**config.mk**
```make
export PLATFORM = sky130hd
export DESIGN_NAME = byte_budget_lru_cache_unit
export DESIGN_NICKNAME = d
export VERILOG_FILES = /design/src/bblc_pkg.sv /design/src/byte_budget_lru_cache_unit.sv /design/src/bblc_ram.sv /design/src/bblc_sizer.sv
export SDC_FILE = /design/constraint.sdc
export NUM_CORES = 2
export LEC_CHECK = 0
export BUFFER_PORTS_ARGS = -buffer_cell sky130_fd_sc_hd__buf_4
export CORE_ASPECT_RATIO = 1.2
export CORE_MARGIN = 1
export CORE_UTILIZATION = 52
export CTS_CLUSTER_SIZE = 12
export DETAILED_ROUTE_END_ITERATION = 6
export GPL_ROUTABILITY_DRIVEN = 0
export PLACE_DENSITY_LB_ADDON = 0.05
export SLEW_MARGIN = 5
export SYNTH_ARGS = -nofsm -noshare
export SYNTH_HDL_FRONTEND = slang
export SYNTH_SLANG_ARGS = --single-unit
```
**constraint.sdc**
```tcl
create_clock -name clk -period 13.4 [get_ports clk]
set_clock_uncertainty 0.1 [all_clocks]
set_input_delay 0 -clock clk [delete_from_list [all_inputs] [get_ports clk]]
set_output_delay 0 -clock clk [all_outputs]
set_load 0.1 [all_outputs]
```
**src/bblc_pkg.sv**
```systemverilog
`default_nettype none
package bblc_pkg;
  localparam int SLOTS = 16;
  localparam int SLOT_W = $clog2(SLOTS);
  localparam int CNT_W = $clog2(SLOTS + 1);

  localparam logic [1:0] OP_LOAD   = 2'd0;
  localparam logic [1:0] OP_UNLOAD = 2'd1;
  localparam logic [1:0] OP_CLEAR  = 2'd2;

  localparam logic [1:0] KIND_IMAGE  = 2'd0;
  localparam logic [1:0] KIND_FONT   = 2'd1;
  localparam logic [1:0] KIND_CONFIG = 2'd2;
  localparam logic [1:0] KIND_AUDIO  = 2'd3;

  localparam logic [2:0] ST_HIT      = 3'd0;
  localparam logic [2:0] ST_LOADED   = 3'd1;
  localparam logic [2:0] ST_MISMATCH = 3'd2;
  localparam logic [2:0] ST_FULL     = 3'd3;
  localparam logic [2:0] ST_EVICTED  = 3'd4;
  localparam logic [2:0] ST_UNLOADED = 3'd5;
  localparam logic [2:0] ST_ABSENT   = 3'd6;
  localparam logic [2:0] ST_CLEARED  = 3'd7;

  localparam logic [39:0] BUDGET_RESET = 40'd104857600;

  // key, kind, bytes, stamp
  localparam int ENTRY_W = 32 + 2 + 32 + 64;

  typedef struct packed {
    logic [31:0] key;
    logic [1:0]  kind;
    logic [31:0] bytes;
    logic [63:0] stamp;
  } entry_t;

  typedef struct packed {
    logic        start;
    logic [1:0]  kind;
    logic [13:0] width;
    logic [13:0] height;
    logic [15:0] glyph;
    logic [23:0] msec;
  } size_req_t;
endpackage
`default_nettype wire

```
**src/byte_budget_lru_cache_unit.sv**
```systemverilog
// A hit, mismatch, unload or absent result follows one full scan of the entries, a
// load that misses also waits for the sizer, a clear needs no scan; each eviction
// adds a further scan; every full scan reads the entry memory one slot a cycle.
// Requests are handled one at a time; the next request is taken once the last
// result has left the output register.
// Reset: synchronous; clears valid bits, counters and stamp clock, restores the
// budget to its default. The entry memory keeps its contents; a scan reads every
// slot, but only valid slots take part.
`default_nettype none
module byte_budget_lru_cache_unit
  import bblc_pkg::*;
(
  input  wire logic        clk,
  input  wire logic        rst,
  input  wire logic        s_axis_tvalid,
  output logic             s_axis_tready,
  // opcode[1:0], item_key[33:2], item_kind[35:34], pixel_width[49:36],
  // pixel_height[63:50], glyph_size[79:64], duration_msec[103:80]
  input  wire logic [103:0] s_axis_tdata,
  output logic             m_axis_tvalid,
  input  wire logic        m_axis_tready,
  // status[2:0], result_key[34:3], entry_bytes[66:35], used_bytes[106:67],
  // used_slots[111:107]
  output logic [111:0]     m_axis_tdata,
  output logic             m_axis_tlast,
  input  wire logic        cfg_valid,
  output logic             cfg_ready,
  input  wire logic [39:0] cfg_data
);
  localparam logic [2:0] S_IDLE  = 3'd0;
  localparam logic [2:0] S_FIND  = 3'd1;
  localparam logic [2:0] S_SIZE  = 3'd2;
  localparam logic [2:0] S_DEC   = 3'd3;
  localparam logic [2:0] S_LRU   = 3'd4;
  localparam logic [2:0] S_EVICT = 3'd5;
  localparam logic [2:0] S_OUT   = 3'd6;

  logic [2:0]  state;
  logic [39:0] budget;
  logic [SLOTS-1:0] valid;
  logic [63:0] clock_cnt;
  logic [39:0] total;
  logic [CNT_W-1:0] used;

  // held request
  logic [1:0]  op;
  logic [31:0] key;
  logic [1:0]  kind;
  logic [31:0] size;
  logic        missed;

  // scan
  logic [CNT_W-1:0] scan;
  logic [SLOT_W-1:0] rd_idx;
  logic        rd_live;
  logic        found;
  logic [SLOT_W-1:0] best;
  logic [63:0] best_stamp;
  entry_t      best_ent;

  // memory
  logic        we;
  logic [SLOT_W-1:0] waddr, raddr;
  entry_t      wdata, rdata;

  // output register
  logic        out_valid;
  logic [2:0]  o_status;
  logic [31:0] o_key, o_bytes;
  logic        o_last;

  size_req_t   sreq;
  logic        sdone;
  logic [31:0] sbytes;

  bblc_ram #(.WIDTH(ENTRY_W), .DEPTH(SLOTS)) u_ram (
    .clk, .we, .waddr, .wdata, .raddr, .rdata
  );

  bblc_sizer u_sizer (.clk, .rst, .req(sreq), .done(sdone), .bytes(sbytes));

  assign s_axis_tready = (state == S_IDLE) && !out_valid;
  assign cfg_ready = 1'b1;
  assign m_axis_tvalid = out_valid;
  assign m_axis_tlast = o_last;
  assign m_axis_tdata = {o_last ? used : used, total, o_bytes, o_key, o_status};
  assign raddr = scan[SLOT_W-1:0];

  logic accept;
  assign accept = s_axis_tvalid && s_axis_tready;

  logic [SLOT_W-1:0] free_idx;
  always_comb begin
    free_idx = '0;
    for (int i = SLOTS - 1; i >= 0; i--) begin
      if (!valid[i]) free_idx = SLOT_W'(i);
    end
  end

  logic [40:0] need;
  assign need = {1'b0, total} + {9'd0, size};

  always_comb begin
    sreq.start  = accept && (s_axis_tdata[1:0] == OP_LOAD);
    sreq.kind   = s_axis_tdata[35:34];
    sreq.width  = s_axis_tdata[49:36];
    sreq.height = s_axis_tdata[63:50];
    sreq.glyph  = s_axis_tdata[79:64];
    sreq.msec   = s_axis_tdata[103:80];
  end

  always_ff @(posedge clk) begin
    we <= 1'b0;
    if (rst) begin
      state <= S_IDLE;
      budget <= BUDGET_RESET;
      valid <= '0;
      clock_cnt <= '0;
      total <= '0;
      used <= '0;
      out_valid <= 1'b0;
      rd_live <= 1'b0;
    end else begin
      if (cfg_valid) budget <= cfg_data;
      if (out_valid && m_axis_tready) out_valid <= 1'b0;
      rd_live <= 1'b0;
      unique case (state)
        S_IDLE: begin
          if (accept) begin
            op <= s_axis_tdata[1:0];
            key <= s_axis_tdata[33:2];
            kind <= s_axis_tdata[35:34];
            scan <= '0;
            found <= 1'b0;
            missed <= 1'b0;
            priority case (s_axis_tdata[1:0])
              OP_LOAD, OP_UNLOAD: state <= S_FIND;
              OP_CLEAR: begin
                valid <= '0;
                total <= '0;
                used <= '0;
                o_status <= ST_CLEARED;
                o_key <= s_axis_tdata[33:2];
                o_bytes <= '0;
                o_last <= 1'b1;
                out_valid <= 1'b1;
              end
              default: ;
            endcase
          end
        end
        // issue reads for scan 0..SLOTS-1, compare in the next cycle
        S_FIND: begin
          if (scan < CNT_W'(SLOTS)) begin
            rd_live <= 1'b1;
            rd_idx <= raddr;
            scan <= scan + 1'b1;
          end
          if (rd_live && valid[rd_idx] && rdata.key == key && !found) begin
            found <= 1'b1;
            best <= rd_idx;
            best_ent <= rdata;
          end
          if (!rd_live && scan == CNT_W'(SLOTS)) begin
            state <= S_DEC;
          end
        end
        S_SIZE: begin
          if (sdone) size <= sbytes;
          if (sdone || missed) begin
            missed <= 1'b1;
            state <= S_DEC;
          end
        end
        S_DEC: begin
          if (!out_valid) begin
            priority if (op == OP_UNLOAD) begin
              o_key <= key;
              o_last <= 1'b1;
              out_valid <= 1'b1;
              if (found) begin
                valid[best] <= 1'b0;
                total <= total - {8'd0, best_ent.bytes};
                used <= used - 1'b1;
                o_status <= ST_UNLOADED;
                o_bytes <= best_ent.bytes;
              end else begin
                o_status <= ST_ABSENT;
                o_bytes <= '0;
              end
              state <= S_OUT;
            end else if (found) begin
              we <= 1'b1;
              waddr <= best;
              wdata <= '{key: best_ent.key, kind: best_ent.kind,
                         bytes: best_ent.bytes, stamp: clock_cnt};
              clock_cnt <= clock_cnt + 1'b1;
              o_status <= (best_ent.kind == kind) ? ST_HIT : ST_MISMATCH;
              o_key <= key;
              o_bytes <= best_ent.bytes;
              o_last <= 1'b1;
              out_valid <= 1'b1;
              state <= S_OUT;
            end else if (!missed) begin
              state <= S_SIZE;
            end else if ((need > {1'b0, budget} && used != '0) ||
                         (need <= {1'b0, budget} && used == CNT_W'(SLOTS))) begin
              scan <= '0;
              found <= 1'b0;
              state <= S_LRU;
            end else if (need > {1'b0, budget}) begin
              o_status <= ST_FULL;
              o_key <= key;
              o_bytes <= size;
              o_last <= 1'b1;
              out_valid <= 1'b1;
              state <= S_OUT;
            end else begin
              we <= 1'b1;
              waddr <= free_idx;
              wdata <= '{key: key, kind: kind, bytes: size, stamp: clock_cnt};
              clock_cnt <= clock_cnt + 1'b1;
              valid[free_idx] <= 1'b1;
              total <= need[39:0];
              used <= used + 1'b1;
              o_status <= ST_LOADED;
              o_key <= key;
              o_bytes <= size;
              o_last <= 1'b1;
              out_valid <= 1'b1;
              state <= S_OUT;
            end
          end
        end
        // minimum stamp scan, strict less keeps the lowest index on ties
        S_LRU: begin
          if (scan < CNT_W'(SLOTS)) begin
            rd_live <= 1'b1;
            rd_idx <= raddr;
            scan <= scan + 1'b1;
          end
          if (rd_live && valid[rd_idx] && (!found || rdata.stamp < best_stamp)) begin
            found <= 1'b1;
            best <= rd_idx;
            best_stamp <= rdata.stamp;
            best_ent <= rdata;
          end
          if (!rd_live && scan == CNT_W'(SLOTS)) begin
            state <= S_EVICT;
          end
        end
        S_EVICT: begin
          if (!out_valid) begin
            valid[best] <= 1'b0;
            total <= total - {8'd0, best_ent.bytes};
            used <= used - 1'b1;
            o_status <= ST_EVICTED;
            o_key <= best_ent.key;
            o_bytes <= best_ent.bytes;
            o_last <= 1'b0;
            out_valid <= 1'b1;
            found <= 1'b0;
            state <= S_DEC;
          end
        end
        S_OUT: begin
          state <= S_IDLE;
        end
        default: state <= S_IDLE;
      endcase
    end
  end

  assert property (@(posedge clk) disable iff (rst)
    out_valid && !m_axis_tready |=> out_valid && $stable(m_axis_tdata))
    else $error("result changed while stalled");
  assert property (@(posedge clk) disable iff (rst)
    $countones(valid) == int'(used))
    else $error("slot count out of step with valid bits");
  assert property (@(posedge clk) disable iff (rst)
    accept |-> !out_valid)
    else $error("request taken with a result pending");
endmodule
`default_nettype wire

```
**src/bblc_ram.sv**
```systemverilog
`default_nettype none
module bblc_ram #(
  parameter int WIDTH = 8,
  parameter int DEPTH = 16
) (
  input  wire logic                     clk,
  input  wire logic                     we,
  input  wire logic [$clog2(DEPTH)-1:0] waddr,
  input  wire logic [WIDTH-1:0]         wdata,
  input  wire logic [$clog2(DEPTH)-1:0] raddr,
  output logic      [WIDTH-1:0]         rdata
);
  logic [WIDTH-1:0] mem [DEPTH];

  always_ff @(posedge clk) begin
    if (we) begin
      mem[waddr] <= wdata;
    end
    rdata <= mem[raddr];
  end
endmodule
`default_nettype wire

```
**src/bblc_sizer.sv**
```systemverilog
`default_nettype none
module bblc_sizer
  import bblc_pkg::*;
(
  input  wire logic      clk,
  input  wire logic      rst,
  input  wire size_req_t req,
  output logic           done,
  output logic [31:0]    bytes
);
  // Stage 1 registers the partial products, stage 2 adds them, stage 3 scales.
  // done stays high from the end of the last stage until the next start.
  logic [1:0]  step;
  logic [1:0]  kind;
  logic [40:0] prod;
  logic [20:0] tenth;
  logic [40:0] quot;
  logic [47:0] tenth_prod;

  // floor(msec / 10) via reciprocal multiply, exact for msec < 2^26
  assign tenth_prod = req.msec * 24'd13421773;

  always_ff @(posedge clk) begin
    if (rst) begin
      step <= 2'd0;
    end else if (req.start) begin
      step <= 2'd1;
    end else if (step != 2'd0 && step != 2'd3) begin
      step <= step + 2'd1;
    end
    if (req.start) begin
      kind <= req.kind;
      tenth <= tenth_prod[47:27];
      unique case (req.kind)
        KIND_IMAGE: prod <= {13'd0, 28'(req.width * req.height)};
        KIND_FONT:  prod <= {25'd0, req.glyph};
        KIND_AUDIO: prod <= 41'(req.msec * 6'd44);
        default:    prod <= 41'd0;
      endcase
    end
    if (step == 2'd1) begin
      // floor(msec * 441 / 10) = 44 * msec + floor(msec / 10)
      quot <= prod + {20'd0, tenth};
    end
    if (step == 2'd2) begin
      unique case (kind)
        KIND_IMAGE: bytes <= {prod[29:0], 2'b00};
        KIND_FONT:  bytes <= {prod[21:0], 10'd0};
        KIND_AUDIO: bytes <= {quot[29:0], 2'b00};
        default:    bytes <= 32'd21;
      endcase
    end
  end

  assign done = (step == 2'd3);
endmodule
`default_nettype wire

```
==> impl.org <==
** Timing
- Share of the clock period used by the worst path :: ~54%
- Across all setup checks in the final design, the least slack found is around 6 ns.
- Final hold analysis gives a worst-case slack of roughly 0.055 ns.
- Endpoints failing hold :: 0
- Setup violations remaining at the end of the flow were counted as 0.
- Final Max Slew Viols :: 0
- Relative max-transition margin :: under 10%
- At the pin with the least slew margin, the transition time is 1.37 ns.
- Fmax :: 138 MHz
- RSZ-0062 raised after global routing :: no
- Final TNS setup :: 0 ns
- Final period demand of the worst path :: ~7.2 ns

** Synthesis
- Counting every net in the synthesized netlist gives 9194.
- Flops & latches, synth :: just under 3000
- sky130_fd_sc_hd__edfxtp_1 is the most common cell in the netlist.
- In the synthesized netlist, the cells that appear most often are sky130_fd_sc_hd__edfxtp_1, sky130_fd_sc_hd__inv_1, sky130_fd_sc_hd__mux4_2, sky130_fd_sc_hd__ha_1, sky130_fd_sc_hd__nand2_1.
- The synthesized netlist devotes around 11% of its cell area to adder and majority cells.
- Post-Synthesis Cells :: 8080
- Simple-gate share of the synthesized area :: around 4.3%
- The netlist uses 95 different library cells.
- Share of the synthesized area in the top cell type :: between 50% and 60%
- After synthesis the cells add up to around 130000 µm².
- The synthesized netlist devotes 4.43% of its cell area to compound gates.
- After synthesis, the mean cell area works out to around 17 µm².
- The Yosys step of the flow raised 0 warnings.
- Post-synthesis async set-or-reset flop share :: 0%
- Post-synthesis sequential area ratio :: a little over three fifths
- Cells taking the most area after synthesis :: sky130_fd_sc_hd__edfxtp_1, sky130_fd_sc_hd__mux4_2, sky130_fd_sc_hd__fa_1
- Post-synth top area cell :: sky130_fd_sc_hd__edfxtp_1
- Most instantiated flip-flop cell in the synthesis netlist :: sky130_fd_sc_hd__edfxtp_1
- Multiplexer cells account for approximately 12% of the synthesized area.
- Number of flops mapped to enable cells by yosys :: between 2000 and 3000
- After Yosys synthesis, XOR and XNOR cells account for 1.31% of the synthesized area.
- By area, the combinational part of the netlist is dominated by multiplexers.

** GRT
- The number of global-route vias before repair is 77132.
- Antenna violations before repair :: 15
- Total global-route track usage :: between 20% and 30%
- Pin count of the biggest net entering global routing :: around 140
- Overall overflow remaining after global route :: 0
- First-pass GRT wire length :: between 500 and 600 mm

** Pwr
- In this run the power density over the cells is between 150 and 200 nW/µm².
- Gate power share :: 35.6%
- Total power for the finished layout comes to 29.0 mW.
- Internal power consumption :: 19.4 mW
- The analysis attributes to net switching a power of around 9.5 mW.
- Part of the total power dissipated in sequential elements :: between 30 and 40%
- For this design the static power due to leakage is between 50 and 60 nW.
- The worst-case IR drop observed on VDD is just over 0.0002 V.
- In this run switching power makes up between 30 and 40% of total power.
- Proportion of power drawn by the clock network :: about a quarter

** Place
- During placement, the flow inserted port buffers numbering roughly 260.
- The HPWL after detailed placement is about 220 mm.
- Worst setup slack before clock tree synthesis :: around 6.2 ns

** Worst setup path
- Data arrives at the worst endpoint at around 7.6 ns.
- The worst register-to-register path has a setup slack of approximately 6.2 ns.
- Number of cells traversed by the worst register-to-register path :: 19
- Kind of end point of the critical path :: flip-flop
- In this run the critical register-to-register path is captured at wdata[105].
- Top fanout value on the critical path :: 53
- Crit path launch type :: flip-flop
- In this run the critical register-to-register path is launched from size[16].
- Worst setup path category :: flip-flop to flip-flop
- For the worst setup path, the data required time is roughly 14 ns.

** Min path
- The worst hold path was traced through 6 stages.
- The min-delay analysis places its worst path in the category input port to flip-flop.
- For hold timing, the worst endpoint is u_sizer.prod[27].
- In this run the most critical hold path is launched from s_axis_tdata[101].

** Layout
- Number of nets in the finished design :: slightly below 10000
- In the final layout, the share of cells above drive strength 1 is approximately 17%.
- Area delta synth->final :: 13.3%
- For this run, the share of the core covered by cells in the final layout is 59.3%.
- Counting the fill cells in the layout gives about 19000.

** Floorplan
- Die width :: around 460 µm
- The initial utilization of the core area, before any placement, comes to between 50% and 60%.
- Core Region :: about 260000 µm²
- Die boundary height :: around 560 µm
- Floorplan die area :: between 200000 and 300000 µm²
- The floorplan has about 200 rows.
- roughly 270 I/O pins were placed.

** Route
- Dividing the detail-routed wire length by the instance count gives approximately 29 µm.
- Antenna-violating nets left :: 0
- In the routed layout, each cell is associated on average with a via count of between 6 and 7.
- For this run, design rule violations remaining after detail routing come to 11.
- Summed over all layers, the routed wires come to between 300 and 400 mm.
- The first detailed-routing pass ran for 7 iterations.
- Vias after detailed routing :: 73963
- In this run, the number of DRC markers left after iteration 0 of detailed routing was 6598.

** Clock tree
- The number of clock buffers added by TritonCTS is 302.
- TritonCTS built the clock tree.
- CTS placed an instance of sky130_fd_sc_hd__clkbuf_16 at the clock tree root.
- After clock tree synthesis, the clock-pin slew on the worst setup and hold paths is 0.06 ns.
- The clock passes through at most 4 buffers.
- Source-to-sink clock delay at the later pin of the worst-skew pair :: ~0.86 ns
- Once the clock tree was built, the resizer swapped 0 gates to a different size.
- Maximum level of the CTS H-tree :: 5
- The clock drives 2911 sinks.

** Status
- The final reports fail on design-rule violations.
- Status :: finished with violations

** Run
- Across the run, the number of max-cap violations was 0.
-- timing repair --
action,CTS,global route
hold buffers,270,0
hold endpoints to repair,253,0
setup buffers,0,0
-- critical path, stage by stage (launching register included) --
cell	delay, ns
sky130_fd_sc_hd__edfxtp_1	0.43
sky130_fd_sc_hd__ha_1	0.45
sky130_fd_sc_hd__nand4_2	0.20
sky130_fd_sc_hd__nor4_1	0.35
sky130_fd_sc_hd__nand3_1	0.17
sky130_fd_sc_hd__a31oi_1	0.42
sky130_fd_sc_hd__a41o_1	0.36
sky130_fd_sc_hd__a21oi_2	0.11
sky130_fd_sc_hd__a211oi_1	0.41
sky130_fd_sc_hd__xor2_1	0.12
sky130_fd_sc_hd__ha_1	0.29
sky130_fd_sc_hd__nand4_1	0.16
sky130_fd_sc_hd__nor4_1	0.57
sky130_fd_sc_hd__a31oi_1	0.14
sky130_fd_sc_hd__a21oi_1	0.14
sky130_fd_sc_hd__a31oi_1	0.09
sky130_fd_sc_hd__buf_4	0.21
sky130_fd_sc_hd__o21ai_4	0.47
sky130_fd_sc_hd__and3_4	0.69
sky130_fd_sc_hd__buf_4	0.89
-- through the flow --
step / area, µm² / instances
2_1_floorplan: 133000 / 8080
3_3_place_gp: 140000 / 11521
3_5_place_dp: 140000 / 11522
4_1_cts: 151000 / 12317
5_1_grt: 151000 / 12322
6_report: 151000 / 12322
-- per-layer routing --
| metal | routed length (µm) | vias up | global-route usage (%) |
|---|---|---|---|
| met2 | 179000 | 2445 | 47.1 |
| met3 | 19400 | 562 | 3.33 |
| li1 | - | 32017 | - |
| met5 | 32 | - | 0 |
| met4 | 14900 | 4 | 11.1 |
| met1 | 141000 | 38935 | 36.1 |
-- cell type report --
class	count	area [µm²]	area share [%]
well taps	3382	4230	2.80
diodes	5	12.5	0.00828
flip-flops and latches	2911	84400	55.8
inverters	827	3100	2.05
clock buffers	478	8510	5.63
multi-input cells	4034	44900	29.7
repair buffers	638	5680	3.75
clock inverters	47	343	0.227
-- worst max path at each step --
stage,startpoint,end,slack (ns)
6_report,size[16],wdata[105],6.15
5_1_grt,size[14],wdata[105],5.82
4_1_cts,size[11],wdata[105],6.22
3_5_place_dp,size[16],wdata[106],6.24
3_3_place_gp,s_axis_tdata[93],u_sizer.tenth[17],6.42
2_1_floorplan,total[16],m_axis_tlast,1.54
-- state kept, by name, summed over array words and instances (netlist names), 5 cells and up --
signal	cells
u_ram.mem	2080
u_ram.rdata	130
wdata	130
best_ent	66
best_stamp	64
clock_cnt	64
budget	40
total	40
key	32
o_bytes	32
o_key	32
size	31
u_sizer.bytes	31
u_sizer.prod	30
u_sizer.quot	30
u_sizer.tenth	21
valid	16
scan	5
used	5
-- power groups by stage --
stage | Clock, mW | Combinational (mW) | Sequential [mW]
floorplan | 0 | 7.20 | 11.2
global placement | 0 | 10.2 | 11.1
detailed placement | 0 | 10.3 | 11.1
CTS | 7.88 | 10.5 | 10.9
global route | 8.21 | 11.4 | 10.9
finish | 7.73 | 10.3 | 10.9
-- cells in the final DEF (no fill, tap or decap), drive strengths merged, types with 182 or more instances in the layout --
master and count:
a21oi 201, buf 368, clkbuf 478, dfxtp 303, dlygate4sd3 270, edfxtp 2608, fa 385, ha 580
inv 835, mux4 655, nand2 402, nor2 255, o21ai 182
-- cell families (layout without fill, tap and decap cells) --
| kind of cell | Yosys count | after routing |
|---|---|---|
| AO/OA/AOI/OAI | 882 | 882 |
| XOR/XNOR | 199 | 199 |
| adder cells (fa/ha/maj) | 966 | 966 |
| buffers and inverters | 1135 | 1990 |
| flip-flops | 2911 | 2911 |
| multiplexers | 803 | 803 |
| other | 1 | 6 |
| AND/OR/NAND/NOR | 1183 | 1183 |
(Power assumes the default switching activity.)
